`src/hdl/chtfl_pkg.sv`:
```
// ----------------------------------------------------------------------------
// chtfl_pkg
// Shared types and codes for the chained hash table with free-list pool.
// ----------------------------------------------------------------------------
package chtfl_pkg;

  // Default store size (home buckets plus overflow pool)
  localparam int TABLE_SIZE_DEF = 16;

  // Operation codes
  localparam logic OP_INSERT = 1'b0;
  localparam logic OP_DELETE = 1'b1;

  // Result status codes
  localparam logic [2:0] RS_HOME_INS  = 3'd0;
  localparam logic [2:0] RS_CHAIN_INS = 3'd1;
  localparam logic [2:0] RS_FULL      = 3'd2;
  localparam logic [2:0] RS_HOME_DEL  = 3'd3;
  localparam logic [2:0] RS_CHAIN_DEL = 3'd4;
  localparam logic [2:0] RS_NOT_FOUND = 3'd5;

  // Home bucket status codes
  localparam logic [1:0] HS_EMPTY    = 2'd0;
  localparam logic [1:0] HS_OCCUPIED = 2'd1;
  localparam logic [1:0] HS_DELETED  = 2'd2;

  // Input item
  typedef struct packed {
    logic       opcode;
    logic [7:0] key;
  } chtfl_in_t;

  // Result item
  typedef struct packed {
    logic [2:0] status;
    logic [3:0] slot;
  } chtfl_out_t;

  // Store access strobes from the sequencer
  typedef struct packed {
    logic rd;
    logic key_we;
    logic link_we;
    logic stat_we;
  } chtfl_mem_ctl_t;

endpackage

```
`src/hdl/chtfl_store.sv`:
```
// ----------------------------------------------------------------------------
// chtfl_store
// Key, link and home-status memories with one shared read port (registered)
// and one shared write address. Links and status carry per-entry valid bits
// so that unwritten entries read as their reset values.
// ----------------------------------------------------------------------------
module chtfl_store #(
  parameter int TABLE_SIZE = chtfl_pkg::TABLE_SIZE_DEF
) (
  input  logic                             clk,
  input  logic                             rst_n,
  input  chtfl_pkg::chtfl_mem_ctl_t        ctl,
  input  logic [$clog2(TABLE_SIZE)-1:0]    rd_addr,
  input  logic [$clog2(TABLE_SIZE)-1:0]    wr_addr,
  input  logic [7:0]                       key_wdata,
  input  logic [$clog2(TABLE_SIZE+1)-1:0]  link_wdata,
  input  logic [1:0]                       stat_wdata,
  output logic [7:0]                       key_rd,
  output logic [$clog2(TABLE_SIZE+1)-1:0]  link_rd,
  output logic [1:0]                       stat_rd
);
  import chtfl_pkg::*;

  localparam int HALF  = TABLE_SIZE / 2;
  localparam int IDX_W = $clog2(TABLE_SIZE);
  localparam int LW    = $clog2(TABLE_SIZE + 1);
  localparam int HW    = $clog2(HALF);

  logic [7:0]      key_mem  [TABLE_SIZE];
  logic [LW-1:0]   link_mem [TABLE_SIZE];
  logic [1:0]      stat_mem [HALF];

  logic [TABLE_SIZE-1:0] link_vld_r;
  logic [HALF-1:0]       stat_vld_r;

  logic [7:0]       key_q_r;
  logic [LW-1:0]    link_q_r;
  logic [1:0]       stat_q_r;
  logic             link_vq_r;
  logic             stat_vq_r;
  logic [IDX_W-1:0] raddr_q_r;
  logic [LW-1:0]    link_rst;

  // Status is only read at a home index, which fits the low bits
  logic [HW-1:0] stat_ra;
  logic [HW-1:0] stat_wa;
  assign stat_ra = rd_addr[HW-1:0];
  assign stat_wa = wr_addr[HW-1:0];

  // Memory writes
  always_ff @(posedge clk) begin
    if (ctl.key_we) begin
      key_mem[wr_addr] <= key_wdata;
    end
    if (ctl.link_we) begin
      link_mem[wr_addr] <= link_wdata;
    end
    if (ctl.stat_we) begin
      stat_mem[stat_wa] <= stat_wdata;
    end
  end

  // Registered read port
  always_ff @(posedge clk) begin
    if (ctl.rd) begin
      key_q_r   <= key_mem[rd_addr];
      link_q_r  <= link_mem[rd_addr];
      stat_q_r  <= stat_mem[stat_ra];
      link_vq_r <= link_vld_r[rd_addr];
      stat_vq_r <= stat_vld_r[stat_ra];
      raddr_q_r <= rd_addr;
    end
  end

  // Valid bits, cleared by reset
  always_ff @(posedge clk) begin
    if (!rst_n) begin
      link_vld_r <= '0;
      stat_vld_r <= '0;
    end else begin
      if (ctl.link_we) begin
        link_vld_r[wr_addr] <= 1'b1;
      end
      if (ctl.stat_we) begin
        stat_vld_r[stat_wa] <= 1'b1;
      end
    end
  end

  // Reset link value: home and last pool entry are null, pool chains upward
  always_comb begin
    if (raddr_q_r < IDX_W'(HALF) || raddr_q_r == IDX_W'(TABLE_SIZE - 1)) begin
      link_rst = LW'(TABLE_SIZE);
    end else begin
      link_rst = LW'(raddr_q_r) + LW'(1);
    end
  end

  assign key_rd  = key_q_r;
  assign link_rd = link_vq_r ? link_q_r : link_rst;
  assign stat_rd = stat_vq_r ? stat_q_r : HS_EMPTY;

endmodule

```
`src/hdl/chtfl_seq.sv`:
```
// ----------------------------------------------------------------------------
// chtfl_seq
// Operation sequencer: hashes the key, decides home or chain handling,
// walks chains one node per cycle and maintains the free-list head.
// ----------------------------------------------------------------------------
module chtfl_seq #(
  parameter int TABLE_SIZE = chtfl_pkg::TABLE_SIZE_DEF
) (
  input  logic                             clk,
  input  logic                             rst_n,
  input  logic                             start,
  output logic                             busy,
  input  chtfl_pkg::chtfl_in_t             in_item,
  output logic                             out_strobe,
  output chtfl_pkg::chtfl_out_t            out_item,
  output chtfl_pkg::chtfl_mem_ctl_t        ctl,
  output logic [$clog2(TABLE_SIZE)-1:0]    rd_addr,
  output logic [$clog2(TABLE_SIZE)-1:0]    wr_addr,
  output logic [7:0]                       key_wdata,
  output logic [$clog2(TABLE_SIZE+1)-1:0]  link_wdata,
  output logic [1:0]                       stat_wdata,
  input  logic [7:0]                       key_rd,
  input  logic [$clog2(TABLE_SIZE+1)-1:0]  link_rd,
  input  logic [1:0]                       stat_rd
);
  import chtfl_pkg::*;

  localparam int HALF  = TABLE_SIZE / 2;
  localparam int POOL  = TABLE_SIZE - HALF;
  localparam int IDX_W = $clog2(TABLE_SIZE);
  localparam int LW    = $clog2(TABLE_SIZE + 1);
  localparam int HW    = $clog2(HALF);
  localparam int SW    = $clog2(POOL + 1);

  localparam logic [LW-1:0] NULL_LINK = LW'(TABLE_SIZE);

  // Sequencer states
  localparam logic [2:0] S_IDLE = 3'd0;
  localparam logic [2:0] S_HOME = 3'd1;
  localparam logic [2:0] S_POP  = 3'd2;
  localparam logic [2:0] S_LINK = 3'd3;
  localparam logic [2:0] S_WALK = 3'd4;
  localparam logic [2:0] S_FREE = 3'd5;

  // Key to home bucket table, built without a divider
  function automatic logic [256*HW-1:0] home_lut_f();
    logic [256*HW-1:0] t;
    int m;
    t = '0;
    m = 0;
    for (int i = 0; i < 256; i++) begin
      t[i*HW +: HW] = HW'(m);
      m = m + 1;
      if (m == HALF) begin
        m = 0;
      end
    end
    return t;
  endfunction

  localparam logic [256*HW-1:0] HOME_LUT = home_lut_f();

  logic [2:0]       state_r, state_nxt;
  logic             op_r, op_nxt;
  logic [7:0]       key_r, key_nxt;
  logic [HW-1:0]    home_r, home_nxt;
  logic [IDX_W-1:0] cur_r, cur_nxt;
  logic [IDX_W-1:0] prev_r, prev_nxt;
  logic [SW-1:0]    steps_r, steps_nxt;
  logic [LW-1:0]    hlink_r, hlink_nxt;
  logic [LW-1:0]    free_head_r, free_head_nxt;
  logic             out_strobe_r, out_strobe_nxt;
  chtfl_out_t       out_item_r, out_item_nxt;

  logic [HW-1:0]      home_in;
  logic [IDX_W-1:0]   home_idx;
  logic [SW-1:0]      steps_inc;
  logic               emit;
  logic [2:0]         emit_status;
  logic [IDX_W-1:0]   emit_slot;
  logic [IDX_W+3:0]   slot_ext;

  assign home_in   = HOME_LUT[in_item.key*HW +: HW];
  assign home_idx  = IDX_W'(home_r);
  assign steps_inc = steps_r + SW'(1);
  assign slot_ext  = {4'b0000, emit_slot};

  // Next-state and store control
  always_comb begin
    state_nxt     = state_r;
    op_nxt        = op_r;
    key_nxt       = key_r;
    home_nxt      = home_r;
    cur_nxt       = cur_r;
    prev_nxt      = prev_r;
    steps_nxt     = steps_r;
    hlink_nxt     = hlink_r;
    free_head_nxt = free_head_r;
    ctl           = '0;
    rd_addr       = '0;
    wr_addr       = '0;
    key_wdata     = key_r;
    link_wdata    = '0;
    stat_wdata    = HS_OCCUPIED;
    emit          = 1'b0;
    emit_status   = RS_NOT_FOUND;
    emit_slot     = '0;

    unique case (state_r)
      S_IDLE: begin
        if (start) begin
          op_nxt    = in_item.opcode;
          key_nxt   = in_item.key;
          home_nxt  = home_in;
          ctl.rd    = 1'b1;
          rd_addr   = IDX_W'(home_in);
          state_nxt = S_HOME;
        end
      end

      S_HOME: begin
        if (op_r == OP_INSERT) begin
          if (stat_rd != HS_OCCUPIED) begin
            // Home bucket free: store there
            ctl.key_we  = 1'b1;
            ctl.stat_we = 1'b1;
            wr_addr     = home_idx;
            stat_wdata  = HS_OCCUPIED;
            emit        = 1'b1;
            emit_status = RS_HOME_INS;
            emit_slot   = home_idx;
          end else if (free_head_r == NULL_LINK) begin
            emit        = 1'b1;
            emit_status = RS_FULL;
          end else begin
            // Fetch the link of the free-list head
            ctl.rd    = 1'b1;
            rd_addr   = free_head_r[IDX_W-1:0];
            cur_nxt   = free_head_r[IDX_W-1:0];
            hlink_nxt = link_rd;
            state_nxt = S_POP;
          end
        end else begin
          if (stat_rd == HS_OCCUPIED && key_rd == key_r) begin
            ctl.stat_we = 1'b1;
            wr_addr     = home_idx;
            stat_wdata  = HS_DELETED;
            emit        = 1'b1;
            emit_status = RS_HOME_DEL;
            emit_slot   = home_idx;
          end else begin
            // Start the chain walk
            prev_nxt  = home_idx;
            steps_nxt = '0;
            if (link_rd < NULL_LINK) begin
              ctl.rd    = 1'b1;
              rd_addr   = link_rd[IDX_W-1:0];
              cur_nxt   = link_rd[IDX_W-1:0];
              state_nxt = S_WALK;
            end else begin
              emit        = 1'b1;
              emit_status = RS_NOT_FOUND;
            end
          end
        end
      end

      S_POP: begin
        // Pop node, fill it and point it at the old home successor
        free_head_nxt = link_rd;
        ctl.key_we    = 1'b1;
        ctl.link_we   = 1'b1;
        wr_addr       = cur_r;
        link_wdata    = hlink_r;
        state_nxt     = S_LINK;
      end

      S_LINK: begin
        ctl.link_we = 1'b1;
        wr_addr     = home_idx;
        link_wdata  = LW'(cur_r);
        emit        = 1'b1;
        emit_status = RS_CHAIN_INS;
        emit_slot   = cur_r;
      end

      S_WALK: begin
        if (key_rd == key_r) begin
          // Unlink: predecessor skips the matching node
          ctl.link_we = 1'b1;
          wr_addr     = prev_r;
          link_wdata  = link_rd;
          state_nxt   = S_FREE;
        end else begin
          prev_nxt  = cur_r;
          steps_nxt = steps_inc;
          if (steps_inc < SW'(POOL) && link_rd < NULL_LINK) begin
            ctl.rd  = 1'b1;
            rd_addr = link_rd[IDX_W-1:0];
            cur_nxt = link_rd[IDX_W-1:0];
          end else begin
            emit        = 1'b1;
            emit_status = RS_NOT_FOUND;
          end
        end
      end

      S_FREE: begin
        // Push freed node onto the free list
        ctl.link_we   = 1'b1;
        wr_addr       = cur_r;
        link_wdata    = free_head_r;
        free_head_nxt = LW'(cur_r);
        emit          = 1'b1;
        emit_status   = RS_CHAIN_DEL;
        emit_slot     = cur_r;
      end

      default: begin
        state_nxt = S_IDLE;
      end
    endcase

    if (emit) begin
      state_nxt = S_IDLE;
    end
    out_strobe_nxt      = emit;
    out_item_nxt.status = emit_status;
    out_item_nxt.slot   = slot_ext[3:0];
  end

  // Control registers
  always_ff @(posedge clk) begin
    if (!rst_n) begin
      state_r      <= S_IDLE;
      free_head_r  <= LW'(HALF);
      out_strobe_r <= 1'b0;
      steps_r      <= '0;
    end else begin
      state_r      <= state_nxt;
      free_head_r  <= free_head_nxt;
      out_strobe_r <= out_strobe_nxt;
      steps_r      <= steps_nxt;
    end
  end

  // Payload registers
  always_ff @(posedge clk) begin
    op_r       <= op_nxt;
    key_r      <= key_nxt;
    home_r     <= home_nxt;
    cur_r      <= cur_nxt;
    prev_r     <= prev_nxt;
    hlink_r    <= hlink_nxt;
    out_item_r <= out_item_nxt;
  end

  assign busy       = (state_r != S_IDLE);
  assign out_strobe = out_strobe_r;
  assign out_item   = out_item_r;

`ifndef SYNTHESIS
  // A result only follows a cycle of work
  a_strobe_after_work: assert property (@(posedge clk) disable iff (!rst_n)
    out_strobe_r |-> $past(state_r != S_IDLE))
    else $error("result strobe without preceding operation");

  // Free-list head is null or a pool index
  a_free_head_range: assert property (@(posedge clk) disable iff (!rst_n)
    free_head_r == NULL_LINK ||
    (free_head_r >= LW'(HALF) && free_head_r < NULL_LINK))
    else $error("free-list head outside the pool");

  // An accepted command goes to the home lookup
  a_start_to_home: assert property (@(posedge clk) disable iff (!rst_n)
    (start && !busy) |=> state_r == S_HOME)
    else $error("accepted command did not start lookup");

  // The walk never goes past the pool size
  a_walk_bound: assert property (@(posedge clk) disable iff (!rst_n)
    state_r == S_WALK |-> steps_r < SW'(POOL))
    else $error("chain walk exceeded pool size");
`endif

endmodule

```
`src/hdl/chained_hash_table_free_list_unit.sv`:
```
// ----------------------------------------------------------------------------
// chained_hash_table_free_list_unit
// Hash table of 8-bit keys: home buckets plus a free-listed overflow pool.
// ----------------------------------------------------------------------------
// A command (insert or delete a key) is taken when start is high and busy is
// low; exactly one result follows, shown for a single cycle with out_strobe,
// and the receiver must take it then. A home insert, full drop or home delete
// ends with the home lookup; a chain insert adds a free-list pop and two
// link writes; a chain delete and a miss add a walk of the chain nodes,
// at most TABLE_SIZE/2 of them, and a chain delete then frees the node. The
// chain walk is set by the single registered read port of the store, one
// node per cycle. busy drops in the cycle the result is shown, so a new
// command may be taken then.
module chained_hash_table_free_list_unit #(
  parameter int TABLE_SIZE = chtfl_pkg::TABLE_SIZE_DEF
) (
  input  logic                  clk,
  input  logic                  rst_n,
  input  logic                  start,
  output logic                  busy,
  input  chtfl_pkg::chtfl_in_t  in_item,
  output logic                  out_strobe,
  output chtfl_pkg::chtfl_out_t out_item
);
  import chtfl_pkg::*;

  localparam int IDX_W = $clog2(TABLE_SIZE);
  localparam int LW    = $clog2(TABLE_SIZE + 1);

  chtfl_mem_ctl_t   ctl;
  logic [IDX_W-1:0] rd_addr;
  logic [IDX_W-1:0] wr_addr;
  logic [7:0]       key_wdata;
  logic [LW-1:0]    link_wdata;
  logic [1:0]       stat_wdata;
  logic [7:0]       key_rd;
  logic [LW-1:0]    link_rd;
  logic [1:0]       stat_rd;

  // Sequencer
  chtfl_seq #(
    .TABLE_SIZE (TABLE_SIZE)
  ) u_seq (
    .clk        (clk),
    .rst_n      (rst_n),
    .start      (start),
    .busy       (busy),
    .in_item    (in_item),
    .out_strobe (out_strobe),
    .out_item   (out_item),
    .ctl        (ctl),
    .rd_addr    (rd_addr),
    .wr_addr    (wr_addr),
    .key_wdata  (key_wdata),
    .link_wdata (link_wdata),
    .stat_wdata (stat_wdata),
    .key_rd     (key_rd),
    .link_rd    (link_rd),
    .stat_rd    (stat_rd)
  );

  // Table storage
  chtfl_store #(
    .TABLE_SIZE (TABLE_SIZE)
  ) u_store (
    .clk        (clk),
    .rst_n      (rst_n),
    .ctl        (ctl),
    .rd_addr    (rd_addr),
    .wr_addr    (wr_addr),
    .key_wdata  (key_wdata),
    .link_wdata (link_wdata),
    .stat_wdata (stat_wdata),
    .key_rd     (key_rd),
    .link_rd    (link_rd),
    .stat_rd    (stat_rd)
  );

endmodule

```
`config.mk`:
```
export PLATFORM = sky130hd
export DESIGN_NAME = chained_hash_table_free_list_unit
export DESIGN_NICKNAME = d
export VERILOG_FILES = /design/src/hdl/chtfl_pkg.sv /design/src/hdl/chtfl_store.sv /design/src/hdl/chtfl_seq.sv /design/src/hdl/chained_hash_table_free_list_unit.sv
export SDC_FILE = /design/constraint.sdc
export NUM_CORES = 1
export LEC_CHECK = 0
export ABC_CLOCK_PERIOD_IN_PS = 3410
export BUFFER_PORTS_ARGS = -buffer_cell sky130_fd_sc_hd__buf_2
export CELL_PAD_IN_SITES_DETAIL_PLACEMENT = 0
export CELL_PAD_IN_SITES_GLOBAL_PLACEMENT = 2
export CORE_MARGIN = 3
export CORE_UTILIZATION = 41
export DETAILED_ROUTE_END_ITERATION = 8
export PLACE_DENSITY = 0.84
export SYNTH_ARGS = -nofsm -noshare
export SYNTH_HDL_FRONTEND = slang
export SYNTH_SLANG_ARGS = --single-unit
```
`constraint.sdc`:
```
create_clock -name clk -period 3.41 [get_ports clk]
set_input_delay 0 -clock clk [delete_from_list [all_inputs] [get_ports clk]]
set_output_delay 0 -clock clk [all_outputs]
set_load 0.005 [all_outputs]
```
==> key figures, run 1 <==
Status
  • Run status: finished, final reports clean

Clock tree
  • Clock transition at the registers of the reported paths: 0.06 ns
  • CTS root buf: clkbuf_16
  • CTS buffer count: 34
  • CTS max path bufs: 3
  • Clk_lat worst skew: 0.52 ns
  • CTS H-tree lvls: 2
  • Sink Count: between 300 and 400
  • CTS tree: yes

Timing
  • Endpoints failing setup: 0
  • Slew Limit Fails: 0
  • Max Fclk: ~0.31 GHz
  • Rel. slew slack: 0.449
  • Final min period: around 3.3 ns
  • Final Skew: about 0.023 ns
  • Final Hold Violating Endpoints: 0
  • RSZ-0062 raised after global routing: true
  • Final WS setup: around 0.14 ns
  • Tcrit/Tclk final: 0.958
  • Worst-Margin Slew: 0.827 ns

Synthesis
  • Post-Syn Area per Cell: ~14 µm²
  • Netlist cell types: between 60 and 70
  • Yosys warns: 0
  • Syn Nets: ~950
  • Sequential cell area fraction in the yosys report: 0.680
  • Post-synthesis instance area: 0.0131 mm²
  • Register bit total from synthesis: between 300 and 400
  • Number of synthesized flops with an enable pin: between 200 and 300
  • Top FF cell, synth: edfxtp_1
  • Gate count of the mapped netlist: roughly 940
  • Share of flip-flops with an asynchronous set or reset: 0

GRT
  • Largest net degree at the start of global routing: 57
  • Antenna violations before repair: 0
  • Tot GR Track Use: 0.185
  • Total gr overflow: 0
  • Vias in the first global route: ~8k
  • First-pass GRT wire length: 48.7 mm

Setup path
  • Critical path endpoint category: flop
  • CP Launch Type: flop
  • Reg-to-Reg End: u_store.link_mem[7][1]
  • CP required: ~3.6 ns
  • Reg2Reg Depth: 7
  • R2r setup slk: 0.14 ns
  • CP max FO: 8
  • Critical path type: reg -> reg
  • Worst Path Arrival: roughly 3.4 ns
  • RR Startpoint: u_store.key_rd[3]

Cells and area
  • Most common cell after layout, fill and taps aside: edfxtp_1
  • Nets: 1048
  • Diode count: 0
  • Share of layout cells above drive strength 1: 0.181
  • Layout Cells excl Fill: 1455
  • Most frequent cells in the layout: edfxtp_1, a211oi_1, buf_4
  • Synthesis-to-layout area growth: 17.2%

Hold path
  • Hold path start: rst_n
  • Type of the worst min-delay path: in -> reg
  • Hold Path Sink: u_seq.steps_r[2]
  • Hold depth: 3

Floorplanning
  • Cell Rows: between 60 and 70
  • Die area: between 0.03 and 0.04 mm²
  • I/O pins: 21
  • Die H: around 180 µm
  • Initial core utilization: 0.422
  • Die width: 185 µm
  • CORE AREA: 0.0310 mm²

Routing
  • DRC violations left: 0
  • Pre-antenna DRT Iters: 6
  • Post-Route WL: roughly 32 mm
  • DRT iter0 DRCs: ~840
  • Vias/cell: approximately 5.7
  • Vias: approximately 8.4k
  • WL per Instance: about 22 µm
  • Routed Antenna Nets: 0

Power
  • Leakage power: roughly 5.6 nW
  • Peak supply drop: roughly 430 µV
  • Pwr Density: between 600 and 700 mW/mm²

Place
  • Placer congestion estimate: between 0.8 and 0.9
  • IO buf count: 20
  • Inst Count DP: roughly 1.4k
  • Place WS: about 0.11 ns
  • Post-DP HPWL: 20.7 mm

Job
  • Max-cap violations: 0
layout make-up:
cell class,count,area [µm²]
fillers,2654,15700
flip-flops and latches,311,8900
multi-input cells,556,3890
repair buffers,118,961
clock buffers,43,885
well taps,396,495
clock inverters,18,153
inverters,13,51.3
timing repair:
action,in CTS,in global routing
endpoints found under the setup margin,0,22
hold endpoints to repair,11,0
setup buffers,0,4
hold buffers,10,0
resized for setup,0,12
registers in the layout (all words and copies together), names as in the netlist, 5 cells and up:
name,flops
u_seq.free_head_r,5
u_seq.hlink_r,5
u_seq.key_wdata,6
u_seq.out_item,7
u_store.key_mem,128
u_store.key_rd,8
u_store.link_mem,80
u_store.link_q_r,5
u_store.link_vld_r,16
u_store.stat_mem,16
u_store.stat_vld_r,8
synthesized netlist by cell type, drive strengths merged, types with 4 or more instances:
| cell type | n | area share |
|---|---|---|
| a22oi | 6 | 0.0038 |
| a221o | 5 | 0.0038 |
| or2 | 5 | 0.0024 |
| inv | 13 | 0.0037 |
| a21oi | 41 | 0.016 |
| buf | 32 | 0.015 |
| nand2 | 72 | 0.021 |
| mux2i | 54 | 0.041 |
| o21a | 25 | 0.014 |
| nand2b | 5 | 0.0030 |
| o221ai | 17 | 0.012 |
| o211ai | 5 | 0.0029 |
| and3 | 58 | 0.028 |
| dfxtp | 44 | 0.067 |
| o21bai | 15 | 0.0086 |
| a211o | 14 | 0.0094 |
| nor2b | 6 | 0.0029 |
| clkbuf | 27 | 0.0079 |
| o21ai | 9 | 0.0043 |
| nand3 | 7 | 0.0027 |
| a21boi | 4 | 0.0023 |
| nor2 | 48 | 0.014 |
| edfxtp | 267 | 0.61 |
| nor3 | 18 | 0.0077 |
| and2 | 6 | 0.0029 |
| a211oi | 84 | 0.048 |
| mux2 | 7 | 0.0060 |
| xnor2 | 8 | 0.0071 |
metrics by stage:
| stage | power [mW] | utilization | hold slack [ns] | TNS [ns] | area, µm² |
|---|---|---|---|---|---|
| finish | 9.32 | 0.495 | 0.0770 | 0 | 15300 |
| global route | 9.69 | 0.495 | 0.132 | -0.00734 | 15300 |
| CTS | 9.35 | 0.492 | 0.0836 | 0 | 15200 |
| detailed placement | 5.92 | 0.455 | 0.183 | 0 | 14100 |
| global placement | 5.90 | 0.455 | 0.178 | 0 | 14100 |
| floorplan | 5.38 | - | 0.0989 | 0 | 13100 |
routing by layer:
layer / GRT usage / vias to the layer above / part of all wire / routed length [µm]
met5: 0 / - / 0 / 0
met1: 0.262 / 4167 / 0.44 / 14100
met2: 0.292 / 274 / 0.47 / 14900
met4: 0.0606 / 0 / 0.027 / 846
met3: 0.0328 / 57 / 0.060 / 1920
li1: - / 3857 / - / -
kinds of logic after synthesis:
group / Yosys count / share of synthesized area
fa+ha+maj: 2 / 0.00191
buf+inv: 72 / 0.0269
flops: 311 / 0.680
simple gates: 236 / 0.0929
mux: 61 / 0.0473
xor+xnor: 11 / 0.00909
compound gates: 246 / 0.142
power by group:
part | switching [mW] | total, mW | internal, mW
registers | 0.0982 | 4.42 | 4.32
logic | 0.940 | 1.47 | 0.529
clock network | 1.43 | 3.43 | 2.00
total | 2.47 | 9.32 | 6.85
how the worst max path moves through the flow:
| stage | start | to | slack (ns) | depth (start not counted) |
|---|---|---|---|---|
| 3_3_place_gp | u_store.raddr_q_r[0] | u_store.key_rd[6] | 0.16 | 11 |
| 5_1_grt | u_store.key_rd[3] | u_store.link_mem[7][1] | -0.004 | 7 |
| 3_5_place_dp | u_store.raddr_q_r[0] | u_store.key_rd[6] | 0.11 | 11 |
| 6_report | u_store.key_rd[3] | u_store.link_mem[7][1] | 0.14 | 7 |
| 4_1_cts | u_store.raddr_q_r[0] | u_store.key_rd[6] | 0.07 | 11 |
| 2_1_floorplan | u_seq.key_wdata[6] | u_store.key_mem[11][0] | 0.24 | 8 |
critical path: stages (launching register included):
cell	delay [ns]
edfxtp_1	0.45
xnor2_1	0.33
and4_1	0.28
a41oi_1	0.18
nor2_1	0.46
a221oi_1	0.23
or2_2	0.47
nor2_1	0.48
No activity file was read; power rests on OpenSTA's default activity.
==> run 2: changes to the inputs <==
--- a/config.mk
+++ b/config.mk
@@ -5,14 +5,14 @@
 export SDC_FILE = /design/constraint.sdc
 export NUM_CORES = 1
 export LEC_CHECK = 0
-export ABC_CLOCK_PERIOD_IN_PS = 3410
+export ABC_CLOCK_PERIOD_IN_PS = 3650
 export BUFFER_PORTS_ARGS = -buffer_cell sky130_fd_sc_hd__buf_2
 export CELL_PAD_IN_SITES_DETAIL_PLACEMENT = 0
 export CELL_PAD_IN_SITES_GLOBAL_PLACEMENT = 2
 export CORE_MARGIN = 3
-export CORE_UTILIZATION = 41
+export CORE_UTILIZATION = 46
 export DETAILED_ROUTE_END_ITERATION = 8
-export PLACE_DENSITY = 0.84
+export PLACE_DENSITY = 0.89
 export SYNTH_ARGS = -nofsm -noshare
 export SYNTH_HDL_FRONTEND = slang
 export SYNTH_SLANG_ARGS = --single-unit
==> constraint.sdc (replaced) <==
create_clock -name clk -period 3.65 [get_ports clk]
set_input_delay 0 -clock clk [delete_from_list [all_inputs] [get_ports clk]]
set_output_delay 0 -clock clk [all_outputs]
set_load 0.005 [all_outputs]
==> key figures, run 2 (synthesized netlist as in run 1, its figures left out) <==
Routing
  • WL per Instance: 22.2 µm
  • DRC violations left: 0
  • DRT iter0 DRCs: 642
  • Routed Antenna Nets: 0
  • Post-Route WL: approximately 31 mm
  • Vias: 8123
  • Vias/cell: roughly 5.8
  • Pre-antenna DRT Iters: 4

Setup path
  • Worst Path Arrival: 3.71 ns
  • R2r setup slk: approximately 0.23 ns
  • CP max FO: 8
  • RR Startpoint: u_seq.key_wdata[6]
  • CP required: around 3.9 ns
  • Reg2Reg Depth: 9
  • CP Launch Type: flop
  • Reg-to-Reg End: u_store.key_rd[2]
  • Crit path to: u_store.key_rd[2]
  • Critical path type: reg -> reg
  • Critical path endpoint category: flop
  • Worst setup path startpoint: u_seq.key_wdata[6]

Place
  • Placer congestion estimate: about 0.85
  • IO buf count: 20
  • Post-DP HPWL: between 20 and 25 mm

Clock tree
  • CTS tree: yes
  • CTS H-tree lvls: 1
  • Setup bufs post-CTS: 0
  • CTS root buf: clkbuf_16
  • Sink Count: a little over 300
  • Clk_lat worst skew: between 0.5 and 0.6 ns
  • Clock transition at the registers of the reported paths: 0.06 ns
  • CTS buffer count: 31
  • CTS max path bufs: 3

Cells and area
  • Share of layout cells above drive strength 1: 0.156
  • Most common cell after layout, fill and taps aside: edfxtp_1
  • Nets: 1019
  • Most frequent cells in the layout: edfxtp_1, a211oi_1, nand2_1
  • Diode count: 0
  • Synthesis-to-layout area growth: 14.3%
  • Largest register FFs: roughly 130
  • Fillcell total: ~2.4k
  • Top reg by flops: u_store.key_mem
  • Largest registers: u_store.key_mem (128), u_store.link_mem (80)

GRT
  • Tot GR Track Use: 0.205
  • Vias in the first global route: slightly above 8k
  • Antenna violations before repair: 0
  • Total gr overflow: 0
  • First-pass GRT wire length: 48.6 mm
  • Largest net degree at the start of global routing: slightly below 60

Timing
  • Slew Limit Fails: 0
  • Rel. slew slack: 0.490
  • Final Hold Violating Endpoints: 0
  • Final min period: 3.42 ns
  • Worst-Margin Slew: 0.765 ns
  • Tcrit/Tclk final: 0.938
  • Sum of negative setup slack: 0 ns
  • RSZ-0062 raised after global routing: false
  • Final Skew: 0.0144 ns
  • Max Fclk: between 0.2 and 0.3 GHz
  • Endpoints failing setup: 0

Floorplanning
  • Die H: roughly 170 µm
  • CORE AREA: approximately 0.028 mm²
  • Die width: between 150 and 200 µm
  • I/O pins: 21
  • Initial core utilization: 0.468
  • Die area: roughly 0.030 mm²
  • Cell Rows: 61

Power
  • Design Power: 8.44 mW
  • Leakage power: between 5 and 6 nW
  • Pwr Density: about 560 mW/mm²
  • Peak supply drop: ~440 µV

Job
  • Max-cap violations: 0

Status
  • Run status: finished, final reports clean

Hold path
  • Type of the worst min-delay path: in -> reg
run 2: changes by cell type in the layout (fill, tap and decap cells not counted), sizes merged:
| cell | change |
|---|---|
| clkbuf | +3 |
| inv | -2 |
| bufinv | -1 |
| buf | -25 |
| clkinvlp | +3 |
| clkinv | -7 |
run 2: per-layer routing:
metal	up-vias	track usage	share of wire
met5	-	0	0
met4	0	0.0598	0.023
met3	50	0.0322	0.062
met2	273	0.326	0.48
met1	4011	0.295	0.44
li1	3789	-	-
run 2: worst max-delay path, cell delays in order (launching register included):
cell and delay (ns):
edfxtp_1 0.40, xnor2_1 0.36, nand4_4 0.24, o31ai_4 0.51
o22ai_1 0.18, a22oi_2 0.39, nand2b_1 0.44, buf_4 0.24
a211oi_1 0.08, a211o_1 0.32
run 2: where the power goes:
| part | switching [mW] | total [mW] | internal, mW |
|---|---|---|---|
| logic | 0.853 | 1.28 | 0.432 |
| registers | 0.0854 | 4.12 | 4.04 |
| clock network | 1.27 | 3.03 | 1.76 |
run 2: worst min-delay path by stage:
stage / from / endpoint / slack (ns) / depth (start not counted)
2_1_floorplan: in_item[0] / u_seq.home_r[0] / 0.1 / 0
3_3_place_gp: in_item[8] / u_seq.op_r / 0.18 / 1
3_5_place_dp: in_item[5] / u_seq.key_wdata[5] / 0.18 / 1
4_1_cts: rst_n / u_seq.steps_r[2] / 0.02 / 3
5_1_grt: rst_n / u_seq.steps_r[2] / 0.07 / 3
6_report: rst_n / u_seq.steps_r[2] / 0.04 / 3
run 2: what timing repair did:
item	in CTS	in global routing
hold endpoints to repair	11	0
hold buffers	10	0
gates resized for setup	0	0
run 2: per-stage QoR:
stage / area (µm²) / setup slack [ns] / std cells / hold WS (ns) / utilization
5_1_grt: 15000 / 0.0329 / 1408 / 0.0706 / 0.535
6_report: 15000 / 0.225 / 1408 / 0.0378 / 0.535
2_1_floorplan: 13100 / 0.480 / 939 / 0.0989 / -
4_1_cts: 15000 / 0.207 / 1408 / 0.0244 / 0.535
3_3_place_gp: 13900 / 0.310 / 1340 / 0.180 / 0.497
3_5_place_dp: 13900 / 0.286 / 1340 / 0.182 / 0.497
run 2: layout make-up:
| type | instances | area, µm² | share of cell area |
|---|---|---|---|
| Clock buffer | 47 | 897 | 0.0600 |
| Clock inverter | 11 | 88.8 | 0.00594 |
| Inverter | 13 | 48.8 | 0.00326 |
| Multi-Input combinational cell | 556 | 3860 | 0.258 |
| Sequential cell | 311 | 8900 | 0.595 |
| Tap cell | 378 | 473 | 0.0316 |
| Timing Repair Buffer | 92 | 691 | 0.0462 |
